$ cat src/sv/tpkm_pkg.sv
// ---------------------------------------------------------------------------
// tpkm_pkg: shared types and constants for the TCP payload keyword matcher
// Holds the byte/item types and the fixed search keyword.
// ---------------------------------------------------------------------------
`default_nettype none

package tpkm_pkg;

  localparam int KEY_LEN = 15;
  localparam int WIN_LEN = KEY_LEN - 1;

  typedef logic [7:0] byte_t;

  typedef struct packed {
    byte_t data;
    logic  last;
  } item_t;

  // "HTTP/1.1 200 OK"
  localparam byte_t KEYWORD [KEY_LEN] = '{
    8'h48, 8'h54, 8'h54, 8'h50, 8'h2F, 8'h31, 8'h2E, 8'h31,
    8'h20, 8'h32, 8'h30, 8'h30, 8'h20, 8'h4F, 8'h4B
  };

endpackage

`default_nettype wire

$ cat src/sv/tpkm_scan.sv
// ---------------------------------------------------------------------------
// tpkm_scan: per-packet scan state and keyword compare
// Counts packet bytes, keeps a sliding window of payload bytes, tracks zero
// bytes and oversize, and gives the verdict for a transaction marked last.
// ---------------------------------------------------------------------------
`default_nettype none

module tpkm_scan #(
  parameter int MAX_PAYLOAD  = 4096,
  parameter int HEADER_BYTES = 40
) (
  input  wire logic            clk,
  input  wire logic            rst,
  input  wire logic            en,
  input  wire tpkm_pkg::item_t item,
  output logic                 found
);

  localparam int LIMIT = HEADER_BYTES + MAX_PAYLOAD;
  localparam int CW    = $clog2(LIMIT + 1);

  logic [CW-1:0]   bytes_seen, bytes_seen_next;
  logic            oversize_flag, oversize_flag_next;
  logic            zero_byte_seen, zero_byte_seen_next;
  logic            hit_flag, hit_flag_next;
  tpkm_pkg::byte_t recent_bytes      [tpkm_pkg::WIN_LEN];
  tpkm_pkg::byte_t recent_bytes_next [tpkm_pkg::WIN_LEN];
  logic            win_match;
  logic            in_payload;

  always_comb begin
    win_match = (item.data == tpkm_pkg::KEYWORD[tpkm_pkg::KEY_LEN-1]);
    for (int i = 0; i < tpkm_pkg::WIN_LEN; i++) begin
      if (recent_bytes[i] != tpkm_pkg::KEYWORD[i]) begin
        win_match = 1'b0;
      end
    end
  end

  always_comb begin
    bytes_seen_next     = bytes_seen;
    oversize_flag_next  = oversize_flag;
    zero_byte_seen_next = zero_byte_seen;
    hit_flag_next       = hit_flag;
    recent_bytes_next   = recent_bytes;
    in_payload          = (bytes_seen >= CW'(HEADER_BYTES));
    if (bytes_seen >= CW'(LIMIT)) begin
      oversize_flag_next = 1'b1;
    end else begin
      if (in_payload) begin
        zero_byte_seen_next = zero_byte_seen | (item.data == 8'h00);
        if (!zero_byte_seen_next) begin
          hit_flag_next = hit_flag | win_match;
          for (int i = 0; i < tpkm_pkg::WIN_LEN - 1; i++) begin
            recent_bytes_next[i] = recent_bytes[i+1];
          end
          recent_bytes_next[tpkm_pkg::WIN_LEN-1] = item.data;
        end
      end
      bytes_seen_next = bytes_seen + CW'(1);
    end
    found = hit_flag_next & ~oversize_flag_next & (bytes_seen_next > CW'(HEADER_BYTES));
  end

  always_ff @(posedge clk) begin
    if (rst) begin
      bytes_seen     <= '0;
      oversize_flag  <= 1'b0;
      zero_byte_seen <= 1'b0;
      hit_flag       <= 1'b0;
      for (int i = 0; i < tpkm_pkg::WIN_LEN; i++) begin
        recent_bytes[i] <= '0;
      end
    end else if (en) begin
      if (item.last) begin
        bytes_seen     <= '0;
        oversize_flag  <= 1'b0;
        zero_byte_seen <= 1'b0;
        hit_flag       <= 1'b0;
        for (int i = 0; i < tpkm_pkg::WIN_LEN; i++) begin
          recent_bytes[i] <= '0;
        end
      end else begin
        bytes_seen     <= bytes_seen_next;
        oversize_flag  <= oversize_flag_next;
        zero_byte_seen <= zero_byte_seen_next;
        hit_flag       <= hit_flag_next;
        recent_bytes   <= recent_bytes_next;
      end
    end
  end

endmodule

`default_nettype wire

$ cat src/sv/tcp_payload_keyword_matcher.sv
// ---------------------------------------------------------------------------
// tcp_payload_keyword_matcher: keyword search in a TCP payload
// Skips the fixed IP+TCP header and reports whether "HTTP/1.1 200 OK"
// occurs in the payload before its first zero byte.
// ---------------------------------------------------------------------------
// Usage:
//   Input channel (in_valid/in_ready) takes one packet byte per transaction,
//   with end_of_packet set on the final byte. Output channel
//   (out_valid/out_ready) gives one keyword_found transaction per packet,
//   and nothing for the other bytes.
//   Throughput: one byte per clock cycle, except while a final byte waits behind a held verdict.
//   The verdict is registered: the last byte passes through the input register,
//   then the scan logic into the result register.
//   A payload longer than MAX_PAYLOAD, an empty payload or a packet no
//   longer than HEADER_BYTES gives 0.
//   Reset clears the scan state and the valid bits of both register stages.
//   When out_ready is low the verdict holds; non-final bytes keep flowing,
//   and only a second final byte waits in the input register, after which
//   in_ready drops.
// ---------------------------------------------------------------------------
`default_nettype none

module tcp_payload_keyword_matcher #(
  parameter int MAX_PAYLOAD  = 4096,
  parameter int HEADER_BYTES = 40
) (
  input  wire logic       clk,
  input  wire logic       rst,
  input  wire logic       in_valid,
  output logic            in_ready,
  input  wire logic [7:0] packet_byte,
  input  wire logic       end_of_packet,
  output logic            out_valid,
  input  wire logic       out_ready,
  output logic            keyword_found
);

  tpkm_pkg::item_t s1_item;
  logic            s1_valid;
  logic            s1_adv;
  logic            found;

  assign s1_adv   = s1_valid & (~s1_item.last | ~out_valid | out_ready);
  assign in_ready = ~s1_valid | s1_adv;

  always_ff @(posedge clk) begin
    if (rst) begin
      s1_valid <= 1'b0;
    end else if (in_ready) begin
      s1_valid <= in_valid;
    end
  end

  always_ff @(posedge clk) begin
    if (in_valid && in_ready) begin
      s1_item.data <= packet_byte;
      s1_item.last <= end_of_packet;
    end
  end

  tpkm_scan #(
    .MAX_PAYLOAD  (MAX_PAYLOAD),
    .HEADER_BYTES (HEADER_BYTES)
  ) u_scan (
    .clk   (clk),
    .rst   (rst),
    .en    (s1_adv),
    .item  (s1_item),
    .found (found)
  );

  always_ff @(posedge clk) begin
    if (rst) begin
      out_valid <= 1'b0;
    end else if (s1_adv && s1_item.last) begin
      out_valid <= 1'b1;
    end else if (out_ready) begin
      out_valid <= 1'b0;
    end
  end

  always_ff @(posedge clk) begin
    if (s1_adv && s1_item.last) begin
      keyword_found <= found;
    end
  end

  a_last_gives_result: assert property (@(posedge clk) disable iff (rst)
    (s1_adv && s1_item.last) |=> out_valid)
    else $error("final byte did not produce a verdict");

  a_reset_empties: assert property (@(posedge clk)
    rst |=> (!out_valid && !s1_valid))
    else $error("pipeline not empty after reset");

  a_stall_only_when_full: assert property (@(posedge clk) disable iff (rst)
    !in_ready |-> (s1_valid && s1_item.last && out_valid && !out_ready))
    else $error("input stalled without a blocked verdict");

endmodule

`default_nettype wire
$ cat config.mk
export PLATFORM = sky130hd
export DESIGN_NAME = tcp_payload_keyword_matcher
export DESIGN_NICKNAME = d
export VERILOG_FILES = /design/src/sv/tpkm_pkg.sv /design/src/sv/tpkm_scan.sv /design/src/sv/tcp_payload_keyword_matcher.sv
export SDC_FILE = /design/constraint.sdc
export NUM_CORES = 1
export LEC_CHECK = 0
export BUFFER_PORTS_ARGS = -buffer_cell sky130_fd_sc_hd__buf_2
export CORE_UTILIZATION = 35
export CTS_BUF_LIST = sky130_fd_sc_hd__clkbuf_16
export CTS_CLUSTER_DIAMETER = 150
export DETAILED_ROUTE_END_ITERATION = 10
export GPL_TIMING_DRIVEN = 0
export PLACE_DENSITY = 0.47
export SKIP_LAST_GASP = 1
export SYNTH_ARGS = -nofsm -noshare
export SYNTH_HDL_FRONTEND = slang
export SYNTH_SLANG_ARGS = --single-unit
$ cat constraint.sdc
create_clock -name clk -period 2.8 [get_ports clk]
set_clock_uncertainty 0.15 [all_clocks]
set_input_delay 0.56 -clock clk [delete_from_list [all_inputs] [get_ports clk]]
set_output_delay 0.56 -clock clk [all_outputs]
set_load 0.05 [all_outputs]
==> impl_metrics.toml <==
[status]
status = "completed"

[sta]
slew_violations = 0
setup_viol = 0
max_slew.worst_pin.slew_ps = 869
fin_crit_ps = 2650
period_share = 0.947
hold_viol_final = 0
rsz0062_at_grt = "no"
slew_headroom = 0.418
max_freq_mhz = 377

[drt]
wl_per_cell_um = 18.1
drc_errors = 0
num_vias = 3849
drt_iter0_markers = 195
drtAntennaViolNets = 0
routed_via_density = 5.48
routed_wl_mm = 12.7
drt_first_pass_iters = 7

[logic_synthesis]
ys_async_sr_fraction = 0
synth_cells = 472
synth.avg_cell_area_sq_um = 11.1
ys_seq_area_frac = 0.552
synth_edf_count = 10
ys_ff_latch = 140
synth_cell_type_count = 48
synthesis.nets = 487
yosysWarnings = 0
synthesis.area_sq_um = 5260
synth_ff_type = "dfxtp_1"

[finish]
antenna_cells = 0
fin_nets = 520
post-route-util = 0.422
area_growth_pct = 17.2
final_cell_count_no_fill = 702
layout-drive-gt1-share = 0.143

[floorplanning]
rows = 44
die_h_um = 125
num_io_pins = 16
core-area_sq_um = 14600
start_util = 0.360
die_width_um = 125
die_area_sq_um = 15500

[critical_path]
crit_required_ps = 2850
reg2reg_to = "keyword_found"
cp.arrival_ps = 2700
worstSetupStartpointType = "flip-flop"
end_kind = "flip-flop"
crit_type = "reg -> reg"
worstPathMaxFanout = 3
r2r_start = "u_scan.recent_bytes[13]"
reg2reg_depth = 6
r2r_setup_slack_ps = 150

[clocking]
clock-root-buffer = "clkbuf_16"
cts_setup_buffers = 0
clk_pin_slew_worst_paths_ps = 60
clock_sinks = 140
cts_buffers = 17
hold_buffers = 0
h-tree-depth = 4
clockBufferDepth = 2
insertion_delay_ps = 420
cts_tree = "built"

[place]
place.gp.congestion = 0.782
port_buffers = 14
placed_cells = 670
place_hpwl_mm = 8.85

[hold_path]
hp-class = "in -> reg"
min_from = "packet_byte[1]"
worstHoldPathCells = 1
min_to = "s1_item[2]"

[grt]
grt_pass1_wl_mm = 20.5
grt_pass1_vias = 3751
antenna_found_initial = 0
grt_use_total = 0.170
gr-total-overflow = 0
grt_max_degree = 17

[power]
pwr-share-clk = 0.509
swShare = 0.210
p_leak_nw = 2.35
p_per_area_nw_per_um2 = 707
pwr-share-comb = 0.024
seqPwrFrac = 0.467
vdd_ir_drop_max_mv = 0.452
power.internal_mw = 3.44
switchingPower_uw = 916

[run]
maxCapViolations = 0
metal layers:
layer | vias up | part of all wire | track usage | routed length (um)
met2 | 70 | 0.43 | 0.249 | 5510
met5 | - | 0 | 0 | 0
met4 | 0 | 0.0099 | 0.0560 | 125
li1 | 1905 | - | - | -
met1 | 1864 | 0.52 | 0.241 | 6540
met3 | 10 | 0.040 | 0.0464 | 513
state kept, by name, summed over array words and instances, names as in the netlist:
name	flops
out_valid	1
u_scan.oversize_flag	1
u_scan.hit_flag	1
s1_valid	1
u_scan.zero_byte_seen	1
s1_item	9
u_scan.recent_bytes	112
u_scan.bytes_seen	13
keyword_found	1
critical path, stage by stage (launching register included):
cell and delay (ps):
dfxtp_1 360, nor4bb_1 410, nand4_1 140, nor4_1 590, nand4_1 210, nor2b_1 180, a2111oi_1 390
area by class of cell:
type | count | area (sq um)
Clock buffer | 17 | 425
Inverter | 4 | 15.0
Timing Repair Buffer | 14 | 70.1
Fill cell | 1376 | 8430
Clock inverter | 15 | 158
Buffer | 40 | 228
Tap cell | 184 | 230
Multi-Input combinational cell | 288 | 2130
Sequential cell | 140 | 2900
power by group through the flow:
stage	combinational (mW)	clock [mW]	sequential [mW]
6_report	0.106	2.22	2.03
5_1_grt	0.117	2.37	2.03
4_1_cts	0.106	2.27	2.03
3_5_place_dp	0.106	0	2.08
3_3_place_gp	0.105	0	2.08
2_1_floorplan	0.0694	0	2.08
cells by family after synthesis:
group           share of synthesized area
compound gates                      0.249
flops                               0.552
simple gates                        0.138
buf+inv                            0.0462
xor+xnor                          0.00976
fa+ha+maj                         0.00476
placed cells by master (no fill, tap or decap), drive strengths merged, types with 8 or more instances in the layout:
cell type  count
nor2          30
inv            8
edfxtp        10
clkbuf        35
nand2         13
nand4         11
nor4b         12
dfxtp        130
a22o         112
o21ai         11
nor4           9
a21oi         12
a31oi          9
buf           36
Yosys cell counts, types with 4 or more instances:
library cell	n	area [sq um]
nor4b_1	12	105
a21oi_1	12	60.1
nand4_1	11	68.8
nand3_1	6	30.0
a22o_1	112	981
nor4bb_1	5	50.1
nand2_1	13	48.8
nor3_1	5	25.0
nor2_1	30	113
a22oi_1	4	30.0
buf_2	14	70.1
a31oi_1	8	50.1
dfxtp_1	130	2600
nor4_1	8	50.1
edfxtp_1	10	300
nor2b_1	6	37.5
and4b_1	4	40.0
clkbuf_1	18	67.6
inv_1	4	15.0
buf_6	8	90.1
o21ai_0	10	50.1
worst max-delay path by stage:
stage / startpoint / endpoint / cells after the start
4_1_cts: u_scan.bytes_seen[7] / keyword_found / 7
5_1_grt: u_scan.recent_bytes[13] / keyword_found / 6
6_report: u_scan.recent_bytes[13] / keyword_found / 6
3_3_place_gp: u_scan.recent_bytes[88] / keyword_found / 6
2_1_floorplan: out_valid / u_scan.recent_bytes[0] / 9
3_5_place_dp: u_scan.recent_bytes[88] / keyword_found / 6
metrics by stage:
step | total power [mW] | area, sq um | hold WS (ps) | setup TNS (ps) | setup WS, ps
floorplan | 2.15 | 5260 | 290 | 0 | 499
global placement | 2.18 | 5560 | 308 | -103 | -103
detailed placement | 2.18 | 5560 | 311 | -112 | -112
CTS | 4.41 | 6150 | 147 | 0 | 9.61
global route | 4.52 | 6160 | 145 | 0 | 10.4
finish | 4.36 | 6160 | 162 | 0 | 148
what timing repair did:
item	4_1_cts	5_1_grt
setup endpoints to repair	1	1
gates resized for setup	1	3
endpoints found under the hold margin	0	0
pin swaps	0	0
(Power assumes the default switching activity.)
